## config.mk

```make
export PLATFORM = sky130hd
export DESIGN_NAME = preset_countdown_timer_with_alert_flat
export DESIGN_NICKNAME = d
export VERILOG_FILES = /design/src/rtl/core/pcta_pkg.sv /design/src/rtl/core/pcta_if.sv /design/src/rtl/core/preset_countdown_timer_with_alert.sv /design/src/rtl/core/pcta_cfg.sv /design/src/rtl/core/pcta_ctrl.sv /design/src/rtl/core/pcta_fmt.sv /design/src/flat_wrapper.sv
export SDC_FILE = /design/constraint.sdc
export NUM_CORES = 1
export LEC_CHECK = 0
export BUFFER_PORTS_ARGS = -buffer_cell sky130_fd_sc_hd__buf_2
export CORE_MARGIN = 2
export CORE_UTILIZATION = 32
export DETAILED_ROUTE_END_ITERATION = 8
export PLACE_DENSITY = 0.5
export SLEW_MARGIN = 20
export SYNTH_ARGS = -nofsm -noshare
export SYNTH_HDL_FRONTEND = slang
export SYNTH_SLANG_ARGS = --single-unit
```

## constraint.sdc

```tcl
create_clock -name clk_i -period 11.5 [get_ports clk_i]
set_input_delay 0.575 -clock clk_i [delete_from_list [all_inputs] [get_ports clk_i]]
set_output_delay 0.575 -clock clk_i [all_outputs]
set_load 0.02 [all_outputs]
```

## src/rtl/core/pcta_pkg.sv

```systemverilog
// Package for the preset countdown timer with alert.
// Holds the configuration and pipeline types, reset values and display constants.
// No dependencies; every other file of the block but pcta_if imports it.
package pcta_pkg;

  typedef enum logic [1:0] {
    CFG_STEP_MINUTES  = 2'd0,
    CFG_MIN_MINUTES   = 2'd1,
    CFG_MAX_MINUTES   = 2'd2,
    CFG_ALERT_SECONDS = 2'd3
  } cfg_idx_e;

  typedef struct packed {
    logic [5:0] step_minutes;
    logic [7:0] min_minutes;
    logic [7:0] max_minutes;
    logic [7:0] alert_seconds;
  } cfg_t;

  // Stage register between the state update and the display formatter.
  typedef struct packed {
    logic [13:0] shown;
    logic        blink_phase;
    logic        alerting;
    logic        is_running;
  } disp_t;

  localparam logic [5:0] STEP_RESET   = 6'd5;
  localparam logic [7:0] MIN_RESET    = 8'd5;
  localparam logic [7:0] MAX_RESET    = 8'd255;
  localparam logic [7:0] ALERT_RESET  = 8'd5;
  localparam logic [7:0] PRESET_RESET = 8'd30;

  localparam logic [2:0] BRIGHT_IDLE  = 3'd1;
  localparam logic [2:0] BRIGHT_RUN   = 3'd4;
  localparam logic [2:0] BRIGHT_FLASH = 3'd7;
  localparam logic [2:0] BRIGHT_DIM   = 3'd1;

  localparam logic [7:0] MIN_PER_HOUR = 8'd60;

  // Ceiling reciprocal of 15 scaled by 2^16; exact for dividends below 4681.
  localparam logic [12:0] DIV15_RECIP = 13'd4370;

  function automatic logic [13:0] times60(input logic [7:0] m);
    logic [13:0] w;
    w = {6'd0, m};
    return (w << 6) - (w << 2);
  endfunction

endpackage

```

## src/rtl/core/pcta_if.sv

```systemverilog
// Handshake channel interfaces of the preset countdown timer with alert.
// Input updates, result items and configuration writes; no dependencies.
interface pcta_in_if;
  logic        valid;
  logic        ready;
  logic [31:0] now_seconds;
  logic        blink_phase;
  logic        inc_active;
  logic        dec_active;
  logic        start_edge;

  modport source (output valid, now_seconds, blink_phase, inc_active, dec_active,
                  start_edge, input ready);
  modport sink   (input valid, now_seconds, blink_phase, inc_active, dec_active,
                  start_edge, output ready);
endinterface

interface pcta_out_if;
  logic       valid;
  logic       ready;
  logic [5:0] high_pair;
  logic [5:0] low_pair;
  logic [2:0] brightness;
  logic       alerting;
  logic       is_running;

  modport source (output valid, high_pair, low_pair, brightness, alerting, is_running,
                  input ready);
  modport sink   (input valid, high_pair, low_pair, brightness, alerting, is_running,
                  output ready);
endinterface

interface pcta_cfg_if;
  logic       valid;
  logic       ready;
  logic [1:0] index;
  logic [7:0] data;

  modport source (output valid, index, data, input ready);
  modport sink   (input valid, index, data, output ready);
endinterface

```

## src/rtl/core/preset_countdown_timer_with_alert.sv

```systemverilog
// Top level of the preset countdown timer with alert.
// Ties the configuration registers, the state update and the display formatter.
// Depends on pcta_pkg, pcta_if, pcta_cfg, pcta_ctrl and pcta_fmt.
//
// The in_i channel carries one update beat per tick: seconds count, blink phase
// and the three key flags. Every update beat yields exactly one beat on out_o
// with the two digit pairs, brightness and the alert and run flags. The cfg_i
// channel writes step, lower limit, upper limit and alert length by index; it
// is always ready and should be used only while no update is in flight.
//
// A result passes the stage register after the state update and then the output
// register after the formatter, and either register can hold it while out_o
// stalls. The block takes one update per cycle for as long as out_o keeps up.
//
// Reset loads a 30 minute preset with the timer stopped, the alert clear and
// the configuration at its reset values. When out_o stalls, the output beat is
// held, the stage register fills, and in_i ready drops after two beats.
module preset_countdown_timer_with_alert (
  input  logic       clk_i,
  input  logic       rst_ni,
  pcta_in_if.sink    in_i,
  pcta_out_if.source out_o,
  pcta_cfg_if.sink   cfg_i
);
  import pcta_pkg::*;

  cfg_t  cfg;
  disp_t disp;
  logic  disp_valid;
  logic  fmt_ready;

  pcta_cfg u_cfg (
    .clk_i  (clk_i),
    .rst_ni (rst_ni),
    .cfg_i  (cfg_i),
    .cfg_o  (cfg)
  );

  pcta_ctrl u_ctrl (
    .clk_i   (clk_i),
    .rst_ni  (rst_ni),
    .in_i    (in_i),
    .cfg_i   (cfg),
    .adv_i   (fmt_ready),
    .valid_o (disp_valid),
    .disp_o  (disp)
  );

  pcta_fmt u_fmt (
    .clk_i   (clk_i),
    .rst_ni  (rst_ni),
    .valid_i (disp_valid),
    .disp_i  (disp),
    .ready_o (fmt_ready),
    .out_o   (out_o)
  );

endmodule

```

## src/rtl/core/pcta_cfg.sv

```systemverilog
// Configuration register file of the preset countdown timer with alert.
// Depends on pcta_pkg and the pcta_cfg_if channel.
module pcta_cfg (
  input  logic           clk_i,
  input  logic           rst_ni,
  pcta_cfg_if.sink       cfg_i,
  output pcta_pkg::cfg_t cfg_o
);
  import pcta_pkg::*;

  cfg_t cfg_d, cfg_q;

  assign cfg_i.ready = 1'b1;

  always_comb begin
    cfg_d = cfg_q;
    if (cfg_i.valid) begin
      unique case (cfg_idx_e'(cfg_i.index))
        CFG_STEP_MINUTES:  cfg_d.step_minutes  = cfg_i.data[5:0];
        CFG_MIN_MINUTES:   cfg_d.min_minutes   = cfg_i.data;
        CFG_MAX_MINUTES:   cfg_d.max_minutes   = cfg_i.data;
        CFG_ALERT_SECONDS: cfg_d.alert_seconds = cfg_i.data;
        default:           cfg_d = cfg_q;
      endcase
    end
  end

  always_ff @(posedge clk_i or negedge rst_ni) begin
    if (!rst_ni) begin
      cfg_q.step_minutes  <= STEP_RESET;
      cfg_q.min_minutes   <= MIN_RESET;
      cfg_q.max_minutes   <= MAX_RESET;
      cfg_q.alert_seconds <= ALERT_RESET;
    end else begin
      cfg_q <= cfg_d;
    end
  end

  assign cfg_o = cfg_q;

endmodule

```

## src/rtl/core/pcta_ctrl.sv

```systemverilog
// Timer state update of the preset countdown timer with alert.
// Steps the preset, runs the countdown and alert, and loads the stage register.
// Depends on pcta_pkg and the pcta_in_if channel.
module pcta_ctrl (
  input  logic            clk_i,
  input  logic            rst_ni,
  pcta_in_if.sink         in_i,
  input  pcta_pkg::cfg_t  cfg_i,
  input  logic            adv_i,
  output logic            valid_o,
  output pcta_pkg::disp_t disp_o
);
  import pcta_pkg::*;

  logic [7:0]  preset_d, preset_q;
  logic        run_d, run_q;
  logic [31:0] start_d, start_q;
  logic        alert_d, alert_q;
  logic        v_d, v_q;
  disp_t       st_d, st_q;

  logic        acc;
  logic [8:0]  up_sum;
  logic [7:0]  preset_inc;
  logic [9:0]  down_diff;
  logic [13:0] shown;
  logic [31:0] elapsed;
  logic [14:0] stop_at;
  logic        run_s, alert_s;
  logic [31:0] start_s;

  assign in_i.ready = !v_q || adv_i;
  assign acc        = in_i.valid && in_i.ready;

  always_comb begin
    preset_inc = preset_q;
    preset_d   = preset_q;
    up_sum     = {1'b0, preset_q} + {3'd0, cfg_i.step_minutes};
    if (!run_q && in_i.inc_active) begin
      preset_inc = (up_sum < {1'b0, cfg_i.max_minutes}) ? up_sum[7:0] : cfg_i.max_minutes;
    end
    down_diff = {2'd0, preset_inc} - {4'd0, cfg_i.step_minutes};
    preset_d  = preset_inc;
    if (!run_q && in_i.dec_active) begin
      preset_d = ($signed(down_diff) > $signed({2'd0, cfg_i.min_minutes})) ?
                 down_diff[7:0] : cfg_i.min_minutes;
    end

    run_s   = in_i.start_edge ? !run_q : run_q;
    start_s = in_i.start_edge ? in_i.now_seconds : start_q;
    alert_s = in_i.start_edge ? 1'b0 : alert_q;

    shown   = times60(preset_d);
    elapsed = in_i.now_seconds - start_s;
    stop_at = {1'b0, shown} + {7'd0, cfg_i.alert_seconds};

    run_d   = run_s;
    start_d = start_s;
    alert_d = alert_s;
    st_d.shown = shown;
    if (run_s) begin
      if ((elapsed >= {18'd0, shown}) || alert_s) begin
        alert_d = 1'b1;
        if (elapsed >= {17'd0, stop_at}) begin
          alert_d = 1'b0;
          run_d   = 1'b0;
          start_d = in_i.now_seconds;
        end
        st_d.shown = '0;
      end else begin
        st_d.shown = shown - elapsed[13:0];
      end
    end
    st_d.blink_phase = in_i.blink_phase;
    st_d.alerting    = alert_d;
    st_d.is_running  = run_d;

    v_d = acc ? 1'b1 : (adv_i ? 1'b0 : v_q);
  end

  always_ff @(posedge clk_i or negedge rst_ni) begin
    if (!rst_ni) begin
      preset_q <= PRESET_RESET;
      run_q    <= 1'b0;
      start_q  <= '0;
      alert_q  <= 1'b0;
      v_q      <= 1'b0;
    end else begin
      v_q <= v_d;
      if (acc) begin
        preset_q <= preset_d;
        run_q    <= run_d;
        start_q  <= start_d;
        alert_q  <= alert_d;
      end
    end
  end

  always_ff @(posedge clk_i) begin
    if (acc) begin
      st_q <= st_d;
    end
  end

  assign valid_o = v_q;
  assign disp_o  = st_q;

  a_preset_hold: assert property (@(posedge clk_i) disable iff (!rst_ni)
    !acc |=> $stable(preset_q))
    else $error("preset changed without an accepted update");

  a_alert_runs: assert property (@(posedge clk_i) disable iff (!rst_ni)
    alert_q |-> run_q)
    else $error("alert set while the timer is stopped");

  a_stage_hold: assert property (@(posedge clk_i) disable iff (!rst_ni)
    v_q && !adv_i |=> v_q && $stable(st_q))
    else $error("stage register lost or changed a stalled beat");

  // The beat on which the alert ends and the timer stops shows zero.
  a_idle_shows_preset: assert property (@(posedge clk_i) disable iff (!rst_ni)
    v_q && !st_q.is_running |-> (st_q.shown == times60(preset_q)) || (st_q.shown == '0))
    else $error("idle time does not match the preset");

endmodule

```

## src/rtl/core/pcta_fmt.sv

```systemverilog
// Display formatter of the preset countdown timer with alert.
// Splits the shown seconds into digit pairs, picks brightness, holds the output register.
// Depends on pcta_pkg and the pcta_out_if channel.
module pcta_fmt (
  input  logic            clk_i,
  input  logic            rst_ni,
  input  logic            valid_i,
  input  pcta_pkg::disp_t disp_i,
  output logic            ready_o,
  pcta_out_if.source      out_o
);
  import pcta_pkg::*;

  logic        v_d, v_q;
  logic        ld;
  logic [24:0] prod;
  logic [7:0]  minutes;
  logic [13:0] secs;
  logic [7:0]  hour_base;
  logic [2:0]  hours;
  logic [7:0]  mins_in_hour;
  logic [5:0]  high_d, high_q;
  logic [5:0]  low_d, low_q;
  logic [2:0]  bright_d, bright_q;
  logic        alert_q, run_q;

  assign ready_o = !v_q || out_o.ready;
  assign ld      = valid_i && ready_o;

  always_comb begin
    prod    = {1'b0, disp_i.shown[13:2]} * {12'd0, DIV15_RECIP};
    minutes = prod[23:16];
    secs    = disp_i.shown - times60(minutes);

    priority if (minutes >= 8'd240) begin
      hours = 3'd4;  hour_base = 8'd240;
    end else if (minutes >= 8'd180) begin
      hours = 3'd3;  hour_base = 8'd180;
    end else if (minutes >= 8'd120) begin
      hours = 3'd2;  hour_base = 8'd120;
    end else if (minutes >= MIN_PER_HOUR) begin
      hours = 3'd1;  hour_base = MIN_PER_HOUR;
    end else begin
      hours = 3'd0;  hour_base = 8'd0;
    end
    mins_in_hour = minutes - hour_base;

    if (minutes >= MIN_PER_HOUR) begin
      high_d = {3'd0, hours};
      low_d  = mins_in_hour[5:0];
    end else begin
      high_d = minutes[5:0];
      low_d  = secs[5:0];
    end

    if (disp_i.alerting) begin
      bright_d = disp_i.blink_phase ? BRIGHT_FLASH : BRIGHT_DIM;
    end else begin
      bright_d = disp_i.is_running ? BRIGHT_RUN : BRIGHT_IDLE;
    end

    v_d = ld ? 1'b1 : (out_o.ready ? 1'b0 : v_q);
  end

  always_ff @(posedge clk_i or negedge rst_ni) begin
    if (!rst_ni) begin
      v_q <= 1'b0;
    end else begin
      v_q <= v_d;
    end
  end

  always_ff @(posedge clk_i) begin
    if (ld) begin
      high_q   <= high_d;
      low_q    <= low_d;
      bright_q <= bright_d;
      alert_q  <= disp_i.alerting;
      run_q    <= disp_i.is_running;
    end
  end

  assign out_o.valid      = v_q;
  assign out_o.high_pair  = high_q;
  assign out_o.low_pair   = low_q;
  assign out_o.brightness = bright_q;
  assign out_o.alerting   = alert_q;
  assign out_o.is_running = run_q;

endmodule
```

## src/flat_wrapper.sv

```systemverilog
// flat-port wrapper written by rule: the top's interface ports become plain ports
module preset_countdown_timer_with_alert_flat import pcta_pkg::*;
  (clk_i, rst_ni, in_i_valid, in_i_now_seconds, in_i_blink_phase, in_i_inc_active, in_i_dec_active, in_i_start_edge, in_i_ready, out_o_valid, out_o_high_pair, out_o_low_pair, out_o_brightness, out_o_alerting, out_o_is_running, out_o_ready, cfg_i_valid, cfg_i_index, cfg_i_data, cfg_i_ready);
  pcta_in_if in_i_i ();
  pcta_out_if out_o_i ();
  pcta_cfg_if cfg_i_i ();
  input  logic clk_i;
  input  logic rst_ni;
  input wire logic [$bits(in_i_i.valid)-1:0] in_i_valid;
  input wire logic [$bits(in_i_i.now_seconds)-1:0] in_i_now_seconds;
  input wire logic [$bits(in_i_i.blink_phase)-1:0] in_i_blink_phase;
  input wire logic [$bits(in_i_i.inc_active)-1:0] in_i_inc_active;
  input wire logic [$bits(in_i_i.dec_active)-1:0] in_i_dec_active;
  input wire logic [$bits(in_i_i.start_edge)-1:0] in_i_start_edge;
  output wire logic [$bits(in_i_i.ready)-1:0] in_i_ready;
  output wire logic [$bits(out_o_i.valid)-1:0] out_o_valid;
  output wire logic [$bits(out_o_i.high_pair)-1:0] out_o_high_pair;
  output wire logic [$bits(out_o_i.low_pair)-1:0] out_o_low_pair;
  output wire logic [$bits(out_o_i.brightness)-1:0] out_o_brightness;
  output wire logic [$bits(out_o_i.alerting)-1:0] out_o_alerting;
  output wire logic [$bits(out_o_i.is_running)-1:0] out_o_is_running;
  input wire logic [$bits(out_o_i.ready)-1:0] out_o_ready;
  input wire logic [$bits(cfg_i_i.valid)-1:0] cfg_i_valid;
  input wire logic [$bits(cfg_i_i.index)-1:0] cfg_i_index;
  input wire logic [$bits(cfg_i_i.data)-1:0] cfg_i_data;
  output wire logic [$bits(cfg_i_i.ready)-1:0] cfg_i_ready;
  assign in_i_i.valid = in_i_valid;
  assign in_i_i.now_seconds = in_i_now_seconds;
  assign in_i_i.blink_phase = in_i_blink_phase;
  assign in_i_i.inc_active = in_i_inc_active;
  assign in_i_i.dec_active = in_i_dec_active;
  assign in_i_i.start_edge = in_i_start_edge;
  assign in_i_ready = in_i_i.ready;
  assign out_o_valid = out_o_i.valid;
  assign out_o_high_pair = out_o_i.high_pair;
  assign out_o_low_pair = out_o_i.low_pair;
  assign out_o_brightness = out_o_i.brightness;
  assign out_o_alerting = out_o_i.alerting;
  assign out_o_is_running = out_o_i.is_running;
  assign out_o_i.ready = out_o_ready;
  assign cfg_i_i.valid = cfg_i_valid;
  assign cfg_i_i.index = cfg_i_index;
  assign cfg_i_i.data = cfg_i_data;
  assign cfg_i_ready = cfg_i_i.ready;
  preset_countdown_timer_with_alert u_core (.clk_i(clk_i), .rst_ni(rst_ni), .in_i(in_i_i), .out_o(out_o_i), .cfg_i(cfg_i_i));
endmodule
```

==> metrics.md <==
| Metric | Value |
|---|---|
| Status | finished, final reports clean |
| EDFF count, synth | 34 |
| Vias in the first global route | 9988 |
| Hpwl dp | 24700 um |
| Sequential share of the synthesized area | 24.2% |
| Largest net degree at the start of global routing | 84 |
| Routed Antenna Nets | 0 |
| Period minus WS final | 10.97 ns |
| Grt met2 use | 29.6% |
| Grt total ovfl | 0 |
| Critical path data arrival time | 11.24 ns |
| Distinct cells, synth | 102 |
| Synthesized area | 0.0120 mm^2 |
| TritonCTS clock tree | yes |
| Clk Latency, worst-skew pair | 0.38 ns |
| Ant. Diodes | 0 |
| Starting Density | 32.6% |
| Nets | 1701 |
| Worst-Margin Slew | 1.03 ns |
| Core ar. | 0.0367 mm^2 |
| YS warnings | 0 |
| Register area | 0.00290 mm^2 |
| Net count after synthesis | 1639 |
| Critical Path Fanout Max | 10 |
| Layout area overhead | 11.0% |
| Critical Path RT | 11.77 ns |
| Max-slew violation count | 0 |
| Fmax | 91.2 MHz |
| Via density | 5.30 |
| First-pass GRT wire length | 52800 um |
| Multi-input logic area | 0.00847 mm^2 |
| Post-Route Utilization | 36.2% |
| Ratio of cells with drive above 1 in the final layout | 15.4% |
| GPL Wtd Cong | 0.867 |
| Placed Cells incl. Taps | 1905 |
| Worst path slowest cell | fa_1 |
| Met1 usage | 22.2% |
| Count leader, synth | ha_1 |
| Prevailing post-synth register cell | dfrtp_1 |
| CP startpoint kind | flip-flop |
| CP most frequent cell | ha_1 |
| Reg clk slew, reported paths | 0.09 ns |
| Top Usage Layer GRT | met2 |
| Post-Syn Area per Cell | 8.54 um^2 |
| Slowest Stage Delay on Critical Path | 0.42 ns |
| Register bit total from synthesis | 108 |
| Antenna violations before repair | 1 |
| WL/cell | 16.8 um |
| Via count | 10300 |
| CTS Buf Count | 9 |
| Clock Tree Buf Depth | 2 |
| Synth cell count leaders | ha_1, nand2_1, a21oi_1 |
| Yosys top cell area share | 18.1% |
| Die width | 197 um |
| DRC | 0 |
| Fill cells | 3787 |
| Met3 Usage GRT | 2.25% |
| Hold Fails Final Rpt | 0 |
| Gate Count Post-Synth | 1402 |
| # H-tree levels | 3 |
| Period utilization | 95.4% |
| Relative slew slack | 31.4% |
| Die footprint | 0.0390 mm^2 |
| CTS Sinks | 108 |
| Clock skew | 0.0203 ns |
| First-pass DRT Iterations | 5 |
| # IOs | 71 |
| Cts hold-fix bufs | 0 |
| Fraction of registers with async set/reset | 68.5% |
| Initial DRC Count | 475 |
| Root buf cell | clkbuf_16 |
| Top cells by area, synth | ha_1, dfrtp_1, edfxtp_1 |
| Die span in y | 197 um |
| Non-Filler Instances | 1937 |
| Final setup viols | 0 |
| Setup Crit Path Kind | reg -> reg |
| PortBufs | 69 |
| Max-Cap Viols | 0 |
| FP Rows | 70 |
| HP Class | in -> async |
| Top cell type by total area after synthesis | ha_1 |
| CP Capture Type | flip-flop |
| GRT Total Usage | 17.0% |
| Total Routed Length | 32500 um |
-- logic make-up after synthesis --
group	Yosys count	synth area share [%]
buffers and inverters	166	5.63
adders and majority gates	186	20.2
AOI/OAI and AO/OA	406	23.7
muxes	44	4.05
DFF	108	24.2
and+or+nand+nor	419	16.8
xor gates and xnor gates	72	5.39
other	1	0.0313
-- final timing paths --
| path | startpoint | endpoint | slack, ns | depth (start not counted) |
|---|---|---|---|---|
| worst min-delay path | rst_ni | u_core.u_ctrl.start_q[25] | 0.13 | 1 |
| worst min register to register | u_core.u_ctrl.disp_o[0] | u_core.u_fmt.out_o.is_running | 0.49 | 0 |
| min in group clk_i | in_i_blink_phase | u_core.u_ctrl.disp_o[2] | 0.37 | 1 |
| max in group asynchronous | rst_ni | u_core.u_cfg.cfg_o[27] | 10.37 | 2 |
| worst max-delay path | u_core.u_ctrl.preset_q[0] | u_core.u_ctrl.start_q[0] | 0.53 | 50 |
| worst max register to register | u_core.u_ctrl.preset_q[0] | u_core.u_ctrl.start_q[0] | 0.53 | 50 |
-- stage by stage --
step | worst slack [ns] | setup TNS, ns | hold WS (ns) | cell area [um^2]
final | 0.534 | 0 | 0.131 | 13300
after global routing | -0.0380 | -0.0380 | 0.148 | 13300
after CTS | 0.268 | 0 | 0.144 | 13100
after detailed placement | 0.317 | 0 | 0.460 | 12800
after global placement | 0.565 | 0 | 0.452 | 12800
after floorplan | 0.848 | 0 | 0.279 | 12000
-- cell usage in the layout (no fill, tap or decap), types with 9 or more instances in the layout --
cell type,count
xnor2_1,44
edfxtp_1,34
ha_1,172
o22ai_1,14
xor2_1,24
o21bai_1,18
dfstp_2,18
mux2i_1,9
nand2_1,160
nor2b_1,36
o21ai_0,57
a21oi_1,128
buf_4,31
a21o_1,37
fa_1,13
nor3_1,9
o21a_1,12
buf_2,68
nand3_1,85
inv_1,113
nor2_1,53
nand2b_1,16
dfrtp_1,56
o211ai_1,36
mux2_2,31
clkbuf_16,10
-- metal layers --
| metal | part of all wire, % | up-vias |
|---|---|---|
| li1 | - | 5187 |
| met1 | 47 | 4891 |
| met2 | 49 | 149 |
| met3 | 2.8 | 37 |
| met4 | 1.6 | 0 |
| met5 | 0 | - |
-- worst max-delay path: cells and delay by family (launching register included) --
kind	cells	cell delay, ns
AO/OA/AOI/OAI	22	4.67
AND/OR/NAND/NOR	10	1.28
multiplexers	3	0.90
adder cells (fa/ha/maj)	8	2.34
buffers and inverters	3	0.50
XOR/XNOR	4	0.78
flip-flops	1	0.41
-- area by class of cell --
cell class | count | area share, %
well taps | 468 | 4.41
clock buffers | 9 | 1.69
flip-flops and latches | 108 | 21.8
clock inverters | 7 | 0.490
repair buffers | 101 | 4.65
multi-input cells | 1128 | 63.7
inverters | 116 | 3.28
-- timing repair --
action	CTS	global route
gates resized for setup	0	9
endpoints found under the setup margin	0	36
setup buffers	0	15
-- flip-flops by register name (all words and copies together), names as in the netlist, 3 cells and up --
| name | cells |
|---|---|
| u_core.u_ctrl.disp_o | 17 |
| u_core.u_cfg.cfg_o | 30 |
| u_core.u_fmt.out_o.high_pair | 6 |
| u_core.u_fmt.out_o.brightness | 3 |
| u_core.u_fmt.out_o.low_pair | 6 |
| u_core.u_ctrl.start_q | 32 |
| u_core.u_ctrl.preset_q | 8 |
Power is not shown: default switching activity piles up to over one toggle a cycle in this logic, so the estimate is an artifact.
